[config.mk]
export PLATFORM = sky130hd
export DESIGN_NAME = base64_decode_markup_strip_unit
export DESIGN_NICKNAME = d
export VERILOG_FILES = /design/src/design/b64ms_pkg.sv /design/src/design/b64ms_front.sv /design/src/design/b64ms_queue.sv /design/src/design/b64ms_back.sv /design/src/design/base64_decode_markup_strip_unit.sv
export SDC_FILE = /design/constraint.sdc
export NUM_CORES = 1
export LEC_CHECK = 0
export BUFFER_PORTS_ARGS = -buffer_cell sky130_fd_sc_hd__buf_2
export CAP_MARGIN = 15
export CELL_PAD_IN_SITES_DETAIL_PLACEMENT = 0
export CELL_PAD_IN_SITES_GLOBAL_PLACEMENT = 1
export CORE_UTILIZATION = 56
export CTS_BUF_LIST = sky130_fd_sc_hd__clkbuf_16
export CTS_CLUSTER_DIAMETER = 120
export DETAILED_ROUTE_END_ITERATION = 10
export HOLD_SLACK_MARGIN = 0.1
export PLACE_DENSITY = 0.9
export SKIP_CTS_REPAIR_TIMING = 1
export SLEW_MARGIN = 20
export SYNTH_ARGS = -nofsm -noshare
export SYNTH_HDL_FRONTEND = slang
export SYNTH_HIERARCHICAL = 1
export SYNTH_SLANG_ARGS = --single-unit
[constraint.sdc]
create_clock -name clk -period 7.5 [get_ports clk]
set_input_delay 1.5 -clock clk [delete_from_list [all_inputs] [get_ports clk]]
set_output_delay 1.5 -clock clk [all_outputs]
set_load 0.05 [all_outputs]
[src/design/b64ms_pkg.sv]
// ----------------------------------------------------------------------------
// Base64 decode and markup strip: shared definitions
// Constants, character codes and the types that pass between the front end,
// the queue and the back end of the decoder.
// ----------------------------------------------------------------------------
package b64ms_pkg;

  // Filter limits.
  localparam int ENTITY_MAX = 14;
  localparam int TAG_MAX    = 32;
  localparam int HEAD_LEN   = 4;

  // Decoupling queue between decoder and filter (a power of two).
  localparam int QUEUE_DEPTH = 4;

  // Derived widths.
  localparam int QPTR_W     = $clog2(QUEUE_DEPTH);
  localparam int QCNT_W     = $clog2(QUEUE_DEPTH + 1);
  localparam int ECNT_W     = $clog2(ENTITY_MAX + 1);
  localparam int EIDX_W     = $clog2(ENTITY_MAX);
  localparam int TCNT_W     = $clog2(TAG_MAX + 1);
  localparam int HEAD_IDX_W = $clog2(HEAD_LEN);

  // Character codes.
  localparam logic [7:0] CH_PAD  = "=";
  localparam logic [7:0] CH_LT   = "<";
  localparam logic [7:0] CH_GT   = ">";
  localparam logic [7:0] CH_AMP  = "&";
  localparam logic [7:0] CH_SEMI = ";";
  localparam logic [7:0] CH_CR   = 8'h0D;
  localparam logic [7:0] CH_LF   = 8'h0A;
  localparam logic [7:0] CH_SP   = " ";

  // One decoded item handed from the front end to the back end.
  typedef struct packed {
    logic [7:0] data;
    logic       has_byte;
    logic       last;
  } q_entry_t;

  // Queue status seen by both ends.
  typedef struct packed {
    logic [QCNT_W-1:0] count;
    logic              empty;
    logic              full;
  } q_status_t;

  // Back end sequencer states.
  typedef enum logic [1:0] {
    B_RUN,
    B_FLUSH,
    B_TAIL
  } back_state_t;

  // Back end status.
  typedef struct packed {
    logic pop;
    logic flushing;
  } back_status_t;

endpackage

[src/design/b64ms_front.sv]
// ----------------------------------------------------------------------------
// Base64 decode front end
// Accepts one encoded character per transfer, decodes both alphabets and
// queues each decoded byte, plus an entry for every end-of-payload marker.
// ----------------------------------------------------------------------------
module b64ms_front
  import b64ms_pkg::*;
(
  input  logic       clk,
  input  logic       rst,
  input  logic       in_valid,
  output logic       in_ready,
  input  logic [7:0] in_char,
  input  logic       in_last,
  output logic       push,
  output q_entry_t   push_entry,
  input  q_status_t  q_status
);

  typedef struct packed {
    logic       valid;
    logic [5:0] value;
  } sym_t;

  // Symbol lookup covering the standard and URL-safe alphabets.
  function automatic sym_t sym_decode(input logic [7:0] c);
    sym_t s;
    s.valid = 1'b1;
    s.value = '0;
    if (c inside {["A":"Z"]}) begin
      s.value = 6'(c - "A");
    end else if (c inside {["a":"z"]}) begin
      s.value = 6'(c - "a" + 8'd26);
    end else if (c inside {["0":"9"]}) begin
      s.value = 6'(c - "0" + 8'd52);
    end else if (c == "-" || c == "+") begin
      s.value = 6'd62;
    end else if (c == "_" || c == "/") begin
      s.value = 6'd63;
    end else begin
      s.valid = 1'b0;
    end
    return s;
  endfunction

  logic [11:0] accum;
  logic [11:0] accum_next;
  logic [3:0]  level;
  logic [3:0]  level_next;
  logic        stopped;
  logic        stopped_next;

  logic        accept;
  sym_t        sym;
  logic [11:0] accum_shift;
  logic [3:0]  level_add;
  logic        decode_en;
  logic        byte_ready;
  logic [7:0]  dec_byte;

  // The queue must have room for the entry this character may cause.
  assign in_ready = !q_status.full;
  assign accept   = in_valid && in_ready;

  // Decode datapath: six bits in, the oldest eight out once enough are held.
  always_comb begin
    sym         = sym_decode(in_char);
    accum_shift = {accum[5:0], sym.value};
    level_add   = level + 4'd6;
    decode_en   = !stopped && (in_char != CH_PAD) && sym.valid;
    byte_ready  = decode_en && level_add[3];
    dec_byte    = 8'(accum_shift >> level_add[2:0]);
  end

  // Queue entry for a decoded byte or for the end of the payload.
  always_comb begin
    push                = accept && (byte_ready || in_last);
    push_entry.data     = dec_byte;
    push_entry.has_byte = byte_ready;
    push_entry.last     = in_last;
  end

  // Next values of the decoder state.
  always_comb begin
    accum_next   = accum;
    level_next   = level;
    stopped_next = stopped;
    if (accept) begin
      if (in_last) begin
        accum_next   = '0;
        level_next   = '0;
        stopped_next = 1'b0;
      end else if (in_char == CH_PAD) begin
        stopped_next = 1'b1;
      end else if (decode_en) begin
        accum_next = accum_shift;
        level_next = byte_ready ? {1'b0, level_add[2:0]} : level_add;
      end
    end
  end

  always_ff @(posedge clk) begin
    if (rst) begin
      accum   <= '0;
      level   <= '0;
      stopped <= 1'b0;
    end else begin
      accum   <= accum_next;
      level   <= level_next;
      stopped <= stopped_next;
    end
  end

endmodule

[src/design/b64ms_queue.sv]
// ----------------------------------------------------------------------------
// Decoupling queue
// A short register queue that lets the decoder keep taking characters while
// the filter works through an entity flush.
// ----------------------------------------------------------------------------
module b64ms_queue
  import b64ms_pkg::*;
(
  input  logic      clk,
  input  logic      rst,
  input  logic      push,
  input  q_entry_t  push_entry,
  input  logic      pop,
  output q_entry_t  head,
  output q_status_t status
);

  q_entry_t          entries [QUEUE_DEPTH];
  logic [QPTR_W-1:0] wr_ptr;
  logic [QPTR_W-1:0] rd_ptr;
  logic [QCNT_W-1:0] count;
  logic [QCNT_W-1:0] count_next;

  assign head         = entries[rd_ptr];
  assign status.count = count;
  assign status.empty = (count == '0);
  assign status.full  = (count == QCNT_W'(QUEUE_DEPTH));

  // Occupancy follows the push and pop transfers.
  always_comb begin
    count_next = count;
    if (push && !pop) begin
      count_next = count + QCNT_W'(1);
    end else if (pop && !push) begin
      count_next = count - QCNT_W'(1);
    end
  end

  // Entry storage.
  always_ff @(posedge clk) begin
    if (push) begin
      entries[wr_ptr] <= push_entry;
    end
  end

  // Pointers wrap naturally since the depth is a power of two.
  always_ff @(posedge clk) begin
    if (rst) begin
      wr_ptr <= '0;
      rd_ptr <= '0;
      count  <= '0;
    end else begin
      count <= count_next;
      if (push) begin
        wr_ptr <= wr_ptr + QPTR_W'(1);
      end
      if (pop) begin
        rd_ptr <= rd_ptr + QPTR_W'(1);
      end
    end
  end

endmodule

[src/design/b64ms_back.sv]
// ----------------------------------------------------------------------------
// Markup filter back end
// Takes decoded bytes from the queue, applies the tag and entity filter when
// enabled and drives the registered output, one result per cycle unless stalled.
// ----------------------------------------------------------------------------
module b64ms_back
  import b64ms_pkg::*;
(
  input  logic         clk,
  input  logic         rst,
  input  logic         strip_markup,
  input  q_status_t    q_status,
  input  q_entry_t     head,
  output logic         pop,
  output back_status_t status,
  output logic         out_valid,
  input  logic         out_ready,
  output logic [7:0]   out_byte,
  output logic         out_run_last
);

  back_state_t       state;
  back_state_t       state_next;

  logic              inside_tag;
  logic              inside_tag_next;
  logic [6:0]        tag_head [HEAD_LEN];
  logic [6:0]        tag_head_next [HEAD_LEN];
  logic [TCNT_W-1:0] tag_count;
  logic [TCNT_W-1:0] tag_count_next;
  logic              inside_entity;
  logic              inside_entity_next;
  logic [6:0]        entity_chars [ENTITY_MAX];
  logic [ECNT_W-1:0] entity_count;
  logic [ECNT_W-1:0] entity_count_next;
  logic [ECNT_W-1:0] flush_idx;
  logic [ECNT_W-1:0] flush_idx_next;
  logic [ECNT_W-1:0] flush_count;
  logic [ECNT_W-1:0] flush_count_next;
  logic [7:0]        held_byte;
  logic [7:0]        held_byte_next;
  logic              held_emit;
  logic              held_emit_next;

  logic              emit_ok;
  logic              go;
  logic              emit;
  logic [7:0]        emit_data;
  logic              emit_last;
  logic              start_flush;
  logic              ent_we;
  logic [EIDX_W-1:0] ent_waddr;
  logic [6:0]        ent_wdata;
  logic              tag_newline;
  logic [7:0]        entity_sub;
  logic              tail_emit;
  logic              flush_end;
  logic [7:0]        b;
  logic [6:0]        b_lower;

  // A result may be loaded when the output register is free or draining.
  assign emit_ok         = !out_valid || out_ready;
  assign go              = (state == B_RUN) && !q_status.empty && emit_ok;
  assign status.pop      = pop;
  assign status.flushing = (state != B_RUN);

  // Decode of the current byte and of the filter's held state.
  always_comb begin
    b           = head.data;
    b_lower     = (b inside {["A":"Z"]}) ? 7'(b + 8'd32) : b[6:0];
    tail_emit   = (b != CH_LT) && (b != CH_AMP) && (b != CH_CR);
    flush_end   = (flush_idx == flush_count - ECNT_W'(1));
    tag_newline =
      ((tag_count >= TCNT_W'(2)) && ({1'b0, tag_head[0]} == "b") &&
       ({1'b0, tag_head[1]} == "r")) ||
      ((tag_count >= TCNT_W'(2)) && ({1'b0, tag_head[0]} == "/") &&
       ({1'b0, tag_head[1]} == "p")) ||
      ((tag_count >= TCNT_W'(4)) && ({1'b0, tag_head[0]} == "/") &&
       ({1'b0, tag_head[1]} == "d") && ({1'b0, tag_head[2]} == "i") &&
       ({1'b0, tag_head[3]} == "v")) ||
      ((tag_count >= TCNT_W'(3)) && ({1'b0, tag_head[0]} == "/") &&
       ({1'b0, tag_head[1]} == "l") && ({1'b0, tag_head[2]} == "i"));
    if ((entity_count == ECNT_W'(3)) && ({1'b0, entity_chars[0]} == "a") &&
        ({1'b0, entity_chars[1]} == "m") && ({1'b0, entity_chars[2]} == "p")) begin
      entity_sub = CH_AMP;
    end else if ((entity_count == ECNT_W'(2)) && ({1'b0, entity_chars[0]} == "l") &&
                 ({1'b0, entity_chars[1]} == "t")) begin
      entity_sub = CH_LT;
    end else if ((entity_count == ECNT_W'(2)) && ({1'b0, entity_chars[0]} == "g") &&
                 ({1'b0, entity_chars[1]} == "t")) begin
      entity_sub = CH_GT;
    end else begin
      entity_sub = CH_SP;
    end
  end

  // Next state of the sequencer.
  always_comb begin
    state_next = state;
    case (state)
      B_RUN: begin
        if (go && start_flush) begin
          if (entity_count != '0) begin
            state_next = B_FLUSH;
          end else if (tail_emit) begin
            state_next = B_TAIL;
          end
        end
      end
      B_FLUSH: begin
        if (emit_ok && flush_end) begin
          state_next = held_emit ? B_TAIL : B_RUN;
        end
      end
      B_TAIL: begin
        if (emit_ok) begin
          state_next = B_RUN;
        end
      end
      default: state_next = B_RUN;
    endcase
  end

  // Filter actions and results for each state.
  always_comb begin
    pop                = 1'b0;
    emit               = 1'b0;
    emit_data          = b;
    emit_last          = 1'b1;
    start_flush        = 1'b0;
    ent_we             = 1'b0;
    ent_waddr          = entity_count[EIDX_W-1:0];
    ent_wdata          = b[6:0];
    inside_tag_next    = inside_tag;
    tag_head_next      = tag_head;
    tag_count_next     = tag_count;
    inside_entity_next = inside_entity;
    entity_count_next  = entity_count;
    flush_idx_next     = flush_idx;
    flush_count_next   = flush_count;
    held_byte_next     = held_byte;
    held_emit_next     = held_emit;
    case (state)
      B_RUN: begin
        if (go) begin
          pop = 1'b1;
          if (head.has_byte) begin
            if (!strip_markup) begin
              emit = 1'b1;
            end else if (inside_tag) begin
              if (b == CH_GT) begin
                emit            = tag_newline;
                emit_data       = CH_LF;
                inside_tag_next = 1'b0;
                tag_count_next  = '0;
              end else if (!b[7] && (tag_count < TCNT_W'(TAG_MAX))) begin
                if (tag_count < TCNT_W'(HEAD_LEN)) begin
                  tag_head_next[tag_count[HEAD_IDX_W-1:0]] = b_lower;
                end
                tag_count_next = tag_count + TCNT_W'(1);
              end
            end else if (inside_entity && (b == CH_SEMI)) begin
              emit               = 1'b1;
              emit_data          = entity_sub;
              inside_entity_next = 1'b0;
              entity_count_next  = '0;
            end else if (inside_entity && !b[7] &&
                         (entity_count < ECNT_W'(ENTITY_MAX))) begin
              ent_we            = 1'b1;
              entity_count_next = entity_count + ECNT_W'(1);
            end else begin
              // Entity overflow or non-ASCII byte: '&' now, the held characters next.
              if (inside_entity) begin
                start_flush        = 1'b1;
                emit               = 1'b1;
                emit_data          = CH_AMP;
                emit_last          = (entity_count == '0) && !tail_emit;
                inside_entity_next = 1'b0;
                entity_count_next  = '0;
                flush_idx_next     = '0;
                flush_count_next   = entity_count;
                held_byte_next     = b;
                held_emit_next     = tail_emit;
              end
              // The byte itself is handled as plain text.
              if (b == CH_LT) begin
                inside_tag_next = 1'b1;
                tag_count_next  = '0;
              end else if (b == CH_AMP) begin
                inside_entity_next = 1'b1;
                entity_count_next  = '0;
              end else if ((b != CH_CR) && !inside_entity) begin
                emit = 1'b1;
              end
            end
          end
          // End of payload discards any open tag or entity.
          if (head.last) begin
            inside_tag_next    = 1'b0;
            tag_head_next      = '{default: '0};
            tag_count_next     = '0;
            inside_entity_next = 1'b0;
            entity_count_next  = '0;
          end
        end
      end
      B_FLUSH: begin
        if (emit_ok) begin
          emit           = 1'b1;
          emit_data      = {1'b0, entity_chars[flush_idx[EIDX_W-1:0]]};
          emit_last      = flush_end && !held_emit;
          flush_idx_next = flush_idx + ECNT_W'(1);
        end
      end
      B_TAIL: begin
        if (emit_ok) begin
          emit      = 1'b1;
          emit_data = held_byte;
        end
      end
      default: begin
        emit = 1'b0;
      end
    endcase
  end

  // Held entity characters; only counted entries are ever read.
  always_ff @(posedge clk) begin
    if (ent_we) begin
      entity_chars[ent_waddr] <= ent_wdata;
    end
  end

  // Flush bookkeeping and output data.
  always_ff @(posedge clk) begin
    flush_idx   <= flush_idx_next;
    flush_count <= flush_count_next;
    held_byte   <= held_byte_next;
    held_emit   <= held_emit_next;
    out_byte    <= emit ? emit_data : out_byte;
    out_run_last <= emit ? emit_last : out_run_last;
  end

  // Control state and output register.
  always_ff @(posedge clk) begin
    if (rst) begin
      state         <= B_RUN;
      inside_tag    <= 1'b0;
      tag_head      <= '{default: '0};
      tag_count     <= '0;
      inside_entity <= 1'b0;
      entity_count  <= '0;
      out_valid     <= 1'b0;
    end else begin
      state         <= state_next;
      inside_tag    <= inside_tag_next;
      tag_head      <= tag_head_next;
      tag_count     <= tag_count_next;
      inside_entity <= inside_entity_next;
      entity_count  <= entity_count_next;
      if (emit) begin
        out_valid <= 1'b1;
      end else if (out_ready) begin
        out_valid <= 1'b0;
      end
    end
  end

endmodule

[src/design/base64_decode_markup_strip_unit.sv]
// ----------------------------------------------------------------------------
// Base64 decode and markup strip unit
// Streaming base64 decoder with an optional tag and entity filter.
// ----------------------------------------------------------------------------
// The unit takes one encoded character per cycle on the input channel while
// its four-entry queue has room, and the filter delivers one result per cycle
// on the registered output channel while out_ready does not stall it. A
// character causes at most one decoded byte and, in the normal case, at most
// one result, registered as it leaves the queue; an entity that overflows or
// meets a non-ASCII byte is flushed raw, one result at a time through the
// single output port of the filter, up to sixteen results for one character.
// During such a flush the decoder keeps accepting characters until the queue
// fills. out_run_last marks the last result caused by one character.
// strip_markup may be written only while no work is in flight.
module base64_decode_markup_strip_unit
  import b64ms_pkg::*;
(
  input  logic       clk,
  input  logic       rst,
  input  logic       in_valid,
  output logic       in_ready,
  input  logic [7:0] in_char,
  input  logic       in_last,
  output logic       out_valid,
  input  logic       out_ready,
  output logic [7:0] out_byte,
  output logic       out_run_last,
  input  logic       cfg_valid,
  output logic       cfg_ready,
  input  logic       cfg_data
);

  logic         strip_markup;
  logic         push;
  q_entry_t     push_entry;
  q_entry_t     head;
  q_status_t    q_status;
  logic         pop;
  back_status_t back_status;

  // Configuration register: every write transfer is taken at once.
  assign cfg_ready = 1'b1;

  always_ff @(posedge clk) begin
    if (rst) begin
      strip_markup <= 1'b0;
    end else if (cfg_valid && cfg_ready) begin
      strip_markup <= cfg_data;
    end
  end

  // Decoder front end.
  b64ms_front u_front (
    .clk        (clk),
    .rst        (rst),
    .in_valid   (in_valid),
    .in_ready   (in_ready),
    .in_char    (in_char),
    .in_last    (in_last),
    .push       (push),
    .push_entry (push_entry),
    .q_status   (q_status)
  );

  // Queue between the two ends.
  b64ms_queue u_queue (
    .clk        (clk),
    .rst        (rst),
    .push       (push),
    .push_entry (push_entry),
    .pop        (pop),
    .head       (head),
    .status     (q_status)
  );

  // Filter back end.
  b64ms_back u_back (
    .clk          (clk),
    .rst          (rst),
    .strip_markup (strip_markup),
    .q_status     (q_status),
    .head         (head),
    .pop          (pop),
    .status       (back_status),
    .out_valid    (out_valid),
    .out_ready    (out_ready),
    .out_byte     (out_byte),
    .out_run_last (out_run_last)
  );

`ifndef SYNTHESIS
  // An entity flush can only arise with the filter enabled.
  assert property (@(posedge clk) disable iff (rst)
    back_status.flushing |-> strip_markup)
    else $error("entity flush while markup stripping is off");

  // The back end never takes an entry from an empty queue.
  assert property (@(posedge clk) disable iff (rst)
    back_status.pop |-> !q_status.empty)
    else $error("pop from an empty queue");

  // Occupancy stays within the queue depth.
  assert property (@(posedge clk) disable iff (rst)
    q_status.count <= QCNT_W'(QUEUE_DEPTH))
    else $error("queue occupancy beyond its depth");
`endif

endmodule
==> results of run 1 <==
tightest hold or removal path: stages (launching register included):
cell	delay, ns
dfxtp_1	0.32
a22oi_1	0.06
nor2_1	0.07
path summary, 6_finish.rpt:
kind                                    startpoint                    endpoint  slack [ns]  cells after the start
worst min-delay path            u_back/tag_head[2]          u_back/tag_head[2]        0.50                      2
worst max-delay path                    in_char[1]            u_queue/count[2]        2.75                     15
worst max register to register                flop  u_back/entity_chars[14][6]        3.41                      6
worst min register to register  u_back/tag_head[2]          u_back/tag_head[2]        0.50                      2
power groups by stage:
stage / combinational, uW / clock, uW / sequential (uW)
after floorplan: 448 / 0 / 1740
after global placement: 701 / 0 / 1670
after detailed placement: 714 / 0 / 1670
after CTS: 716 / 1230 / 1650
after global routing: 779 / 1280 / 1650
final: 724 / 1210 / 1640
cell usage in the layout (no fill, tap or decap), types with 5 or more instances in the layout:
cell,count
edfxtp_1,178
nor2_1,106
dfxtp_1,67
nand2_1,43
mux4_2,42
inv_1,40
a22oi_1,38
a21oi_1,34
ha_1,29
clkbuf_16,28
buf_2,25
mux2i_1,17
nand3_1,17
nor3_1,16
o21ai_0,16
xnor2_1,12
a31oi_1,11
and2_1,11
nand2b_1,10
nor2b_1,9
nand3b_1,9
xor2_1,9
nand4b_1,7
a211oi_1,7
mux2_2,7
and3b_1,5
or3_1,5
nor4_1,5
o22ai_1,5
o211ai_1,5
a32oi_1,5
state kept, by name, indices dropped and copies added, names as in the netlist, named ones only:
register              count
u_back/entity_chars     112
u_queue/entries          40
u_back/tag_head          28
u_back/held_byte          8
u_back/out_byte           8
u_back/tag_count          6
u_front/accum             6
u_back/ent_waddr          4
u_back/flush_count        4
u_back/flush_idx          4
u_front/level             3
u_queue/count             3
u_back/state              2
u_queue/rd_ptr            2
u_queue/wr_ptr            2
strip_markup              1
u_back/held_emit          1
u_back/inside_entity      1
u_back/inside_tag         1
u_back/out_run_last       1
u_back/out_valid          1
u_front/stopped           1
metrics by stage:
stage | hold WS (ns) | util | cells | setup slack [ns] | cell area (um^2)
finish | 0.497 | 0.623 | 1189 | 2.75 | 12600
global route | 0.520 | 0.623 | 1189 | 2.48 | 12600
CTS | 0.499 | 0.623 | 1189 | 2.84 | 12600
detailed placement | 0.482 | 0.583 | 1141 | 2.27 | 11800
floorplan | 0.406 | - | 888 | 3.06 | 11500
global placement | 0.472 | 0.583 | 1141 | 2.38 | 11800
layout make-up:
| cell class | instances | area, um^2 |
|---|---|---|
| Tap cell | 270 | 338 |
| Sequential cell | 245 | 6690 |
| Inverter | 32 | 120 |
| Clock buffer | 28 | 701 |
| Fill cell | 1560 | 7600 |
| Multi-Input combinational cell | 565 | 4460 |
| Timing Repair Buffer | 29 | 155 |
| Clock inverter | 20 | 111 |
layer usage:
metal | routed length (um) | vias to the layer above | GRT usage
met5 | 0 | - | 0
met4 | 595 | 0 | 0.0658
met3 | 1560 | 45 | 0.0333
met2 | 12000 | 276 | 0.381
met1 | 11100 | 3665 | 0.347
li1 | - | 3415 | -
==> metrics.csv, run 1 <==
stage;metric;value;unit
floorplanning;std_cell_rows;52;
pwr;internal_power;2490;uW
setup_path;crit_arrival;5.20;ns
clock_tree;clock_path_buffers;3;
synth;syn_inst;888;
setup_path;crit_slowest_cell;nor3b_2;
sta;hold_viol;0;
sta;slew_headroom;0.271;
hold_path;worstHoldPathType;reg -> reg;
sta;max_freq;210;MHz
sta;rsz0062_at_grt;no;
synth;avgSynthCellArea;12.9;um^2
setup_path;critPathTopFamily;simple AND/OR/NAND/NOR gates;
pwr;power;3580;uW
pwr;p_seq_frac;0.459;
detailed_routing;drt_first_pass_iters;5;
sta;drv_slew;0;
placement;dp_hpwl;16.4;mm
cells_and_area;antenna_cells;0;
setup_path;start_kind;input port;
setup_path;cp_slowest_stage_delay;0.69;ns
placement;routabilityCongestion;0.866;
pwr;switching_share;0.303;
detailed_routing;via_count;7401;
pwr;p_sw;1080;uW
floorplanning;chipHeight;145;um
clock_tree;cts.htree.levels;1;
floorplanning;fp.coreArea;20200;um^2
sta;period_needed;4.75;ns
synth;ys_warn_count;6;
global_route;grt_pass1_wl;39.6;mm
sta;fin_skew;0.0103;ns
setup_path;worstPathRequired;7.95;ns
global_route;grt_max_degree;58;
clock_tree;cts.reportedPaths.clkPinSlew;0.06;ns
sta;tightest_slew;1.09;ns
synth;syn-num-nets;933;
detailed_routing;drtAntennaViolNets;0;
global_route;grt_overflow_total;0;
cells_and_area;drive_gt1_frac;0.147;
clock_tree;cts_tree;done;
detailed_routing;via_per_inst;6.22;
floorplanning;fp.dieArea;21100;um^2
global_route;gr-usage-all-layers;0.240;
global_route;grt_pass1_vias;7049;
clock_tree;clock_sinks;245;
pwr;power_density;285;nW/um^2
pwr;clkPwrFrac;0.338;
floorplanning;start_util;0.570;
detailed_routing;drc_errors;0;
clock_tree;insertion_delay;0.53;ns
pwr;pwr-share-comb;0.203;
pwr;leakage;0.00436;uW
setup_path;path_class;in -> reg;
sta;setup_viol;0;
run;drv_cap;0;
placement;portBuffers;25;
global_route;antenna_found_initial;0;
setup_path;crit_chain;buf_2 -> inv_1 -> ha_1 -> nor2b_1 -> o2bb2ai_1 -> nor3b_2 -> o41ai_2 -> nor2_1 -> o21a_1 -> ha_1 -> inv_1 -> fa_1 -> xor2_1 -> or3_1 -> a21oi_1;
detailed_routing;drt_iter0_markers;752;
floorplanning;die_x;145;um
pwr;ir_worst_vdd;233;uV
setup_path;path_max_fanout;12;
detailed_routing;routedWlPerCell;21.3;um
synth;netlist_area;11500;um^2
detailed_routing;wl;25.3;mm
cells_and_area;layout.nets;944;
sta;finalCritPeriodShare;0.633;
clock_tree;cts-buffers-inserted;26;
clock_tree;cts_root_buf;clkbuf_16;
run_status;status;completed;
setup_path;end_kind;flop;
cells_and_area;syn_to_final_growth;9.41;%
sta;setup-tns-final;0;ns
floorplanning;boundaryPins;27;
setup_path;cp_num_buf_inv;3;
(Power assumes the default switching activity.)
==> run 2: changes to the inputs <==
Settings changed: CORE_UTILIZATION 56 to 52, PLACE_DENSITY 0.9 to 0.84.
Clock period 7.5 ns to 4.7 ns, I/O delays scaled along.
==> run 2 against run 1 <==
Critical path depth unchanged. Register-to-register slack got worse by 2.5 ns. Sequential share of layout area decreased by 1.3 points. Flip-flop and latch count unchanged. Die area increased by 7.6%. Non-clock buffer count increased by 23. Worst setup slack got worse by 1.9 ns. Utilization decreased by 3.1 points. Total power increased by 68%. Wire length increased by 0.83%. Critical endpoint unchanged. Largest cell class unchanged. Largest power group unchanged. Highest routed layer unchanged.
==> metrics.csv, run 2 (synthesized netlist as in run 1, its figures left out) <==
stage;metric;value;unit
detailed_routing;via_per_inst;6.06;
hold_path;worstHoldPathType;reg -> reg;
cells_and_area;fillers;1707;
cells_and_area;antenna_cells;0;
clock_tree;cts.reportedPaths.clkPinSlew;0.06;ns
setup_path;crit_chain;buf_2 -> inv_1 -> ha_1 -> a21o_1 -> a311oi_1 -> and2_2 -> o41ai_2 -> nor2_1 -> o21a_1 -> ha_1 -> inv_1 -> fa_1 -> xor2_1 -> or3_1 -> a21oi_1;
detailed_routing;drc_errors;0;
sta;finalCritPeriodShare;0.823;
sta;fin_skew;0.0206;ns
clock_tree;clock_sinks;245;
cells_and_area;layout_commonest_cell;edfxtp_1;
sta;hold_viol;0;
run_status;status;completed;
cells_and_area;final-seq-area;6690;um^2
global_route;grt_pass1_vias;7128;
setup_path;worstPathRequired;5.15;ns
floorplanning;chipHeight;151;um
clock_tree;cts_tree;done;
cells_and_area;largest_reg_flops;112;
detailed_routing;drt_iter0_markers;577;
placement;routabilityCongestion;0.861;
clock_tree;insertion_delay;0.53;ns
floorplanning;fp.dieArea;22700;um^2
global_route;grt_pass1_wl;39.3;mm
placement;dp_hpwl;17.1;mm
sta;rsz0062_at_grt;no;
detailed_routing;via_count;7412;
pwr;power_density;466;nW/um^2
cells_and_area;top_regs;u_back/entity_chars: 112 flops, u_queue/entries: 40 flops, u_back/tag_head: 28 flops;
global_route;gr-usage-all-layers;0.228;
sta;period_needed;3.87;ns
pwr;power;6010;uW
global_route;grt_max_degree;58;
clock_tree;cts-buffers-inserted;27;
clock_tree;cts_root_buf;clkbuf_16;
detailed_routing;drt_first_pass_iters;5;
setup_path;crit_arrival;4.32;ns
sta;slew_headroom;0.506;
sta;whs;0.494;ns
detailed_routing;drtAntennaViolNets;0;
setup_path;path_max_fanout;14;
setup_path;end_kind;flop;
placement;portBuffers;25;
cells_and_area;fin_util;0.592;
floorplanning;std_cell_rows;54;
clock_tree;cts.htree.levels;1;
floorplanning;start_util;0.528;
cells_and_area;regMostFlops;u_back/entity_chars;
detailed_routing;routedWlPerCell;20.8;um
floorplanning;die_x;151;um
setup_path;crit_slowest_cell;a311oi_1;
global_route;antenna_found_initial;0;
sta;setup_viol;0;
pwr;ir_worst_vdd;380;uV
pwr;pwr-share-comb;0.200;
run;drv_cap;0;
sta;tightest_slew;0.736;ns
pwr;p_sw;1780;uW
sta;setup-tns-final;0;ns
cells_and_area;drive_gt1_frac;0.174;
setup_path;path_class;in -> reg;
cells_and_area;syn_to_final_growth;12.2;%
sta;drv_slew;0;
sta;max_freq;258;MHz
global_route;grt_overflow_total;0;
cells_and_area;multi_input_area;4460;um^2
pwr;p_seq_frac;0.435;
clock_tree;clock_path_buffers;3;
floorplanning;boundaryPins;27;
pwr;internal_power;4220;uW
pwr;leakage;0.00450;uW
setup_path;start_kind;input port;
pwr;switching_share;0.297;
floorplanning;fp.coreArea;21800;um^2
detailed_routing;wl;25.5;mm
pwr;clkPwrFrac;0.365;
setup_path;cp_slowest_stage_delay;0.39;ns
cells_and_area;layout.nets;968;
cells_and_area;layout_common_cells;edfxtp_1 (178), nor2_1 (106), dfxtp_1 (66), nand2_1 (43), mux4_2 (42);
## run 2: cell types whose count changed in the layout (fill, tap and decap cells not counted), moves of 2 or more
cell        change
bufinv_16       +4
clkinvlp_4      +3
inv_4           -2
inv_2           -2
inv_1           -5
buf_4          +24
clkinv_2        -2
clkinv_4        +2
## run 2: worst max-delay path: cells and delay by family
kind                       cells  cell delay [ns]
AOI/OAI and AO/OA              5             1.06
xor gates and xnor gates       1             0.16
adders and majority gates      3             0.83
buffers and inverters          3             0.38
and+or+nand+nor                3             0.96
## run 2: layout make-up
| type | count | share of cell area |
|---|---|---|
| clock buffers | 27 | 0.0524 |
| clock inverters | 22 | 0.0204 |
| inverters | 32 | 0.00932 |
| multi-input cells | 565 | 0.346 |
| flip-flops and latches | 245 | 0.519 |
| well taps | 280 | 0.0272 |
| repair buffers | 52 | 0.0256 |
## run 2: stage by stage
step	std cells	cell area, um^2	worst slack, ns
6_report	1223	12900	0.830
3_3_place_gp	1174	11900	0.375
4_1_cts	1223	12900	0.865
2_1_floorplan	888	11500	0.816
5_1_grt	1223	12900	0.625
3_5_place_dp	1174	11900	0.315
## run 2: final timing paths
path	from	cells after the start	end	slack (ns)
setup / recovery	in_char[2]	15	u_queue/count[2]	0.83
hold / removal	u_back/tag_head[7]	2	u_back/tag_head[7]	0.49
setup reg to reg	flop	7	u_back/entity_chars[1][6]	0.92
hold reg to reg	u_back/tag_head[7]	2	u_back/tag_head[7]	0.49
## run 2: power by group through the flow
stage	sequential, uW	combinational [uW]	clock, uW
2_1_floorplan	2780	715	0
3_5_place_dp	2660	1190	0
3_3_place_gp	2650	1170	0
6_report	2610	1200	2190
4_1_cts	2610	1200	2230
5_1_grt	2620	1300	2300
## run 2: routing by layer
| layer | vias up | global-route usage | part of all wire |
|---|---|---|---|
| li1 | 3466 | - | - |
| met1 | 3663 | 0.305 | 0.43 |
| met2 | 225 | 0.383 | 0.48 |
| met3 | 58 | 0.0309 | 0.053 |
| met4 | 0 | 0.0760 | 0.030 |
| met5 | - | 0 | 0 |
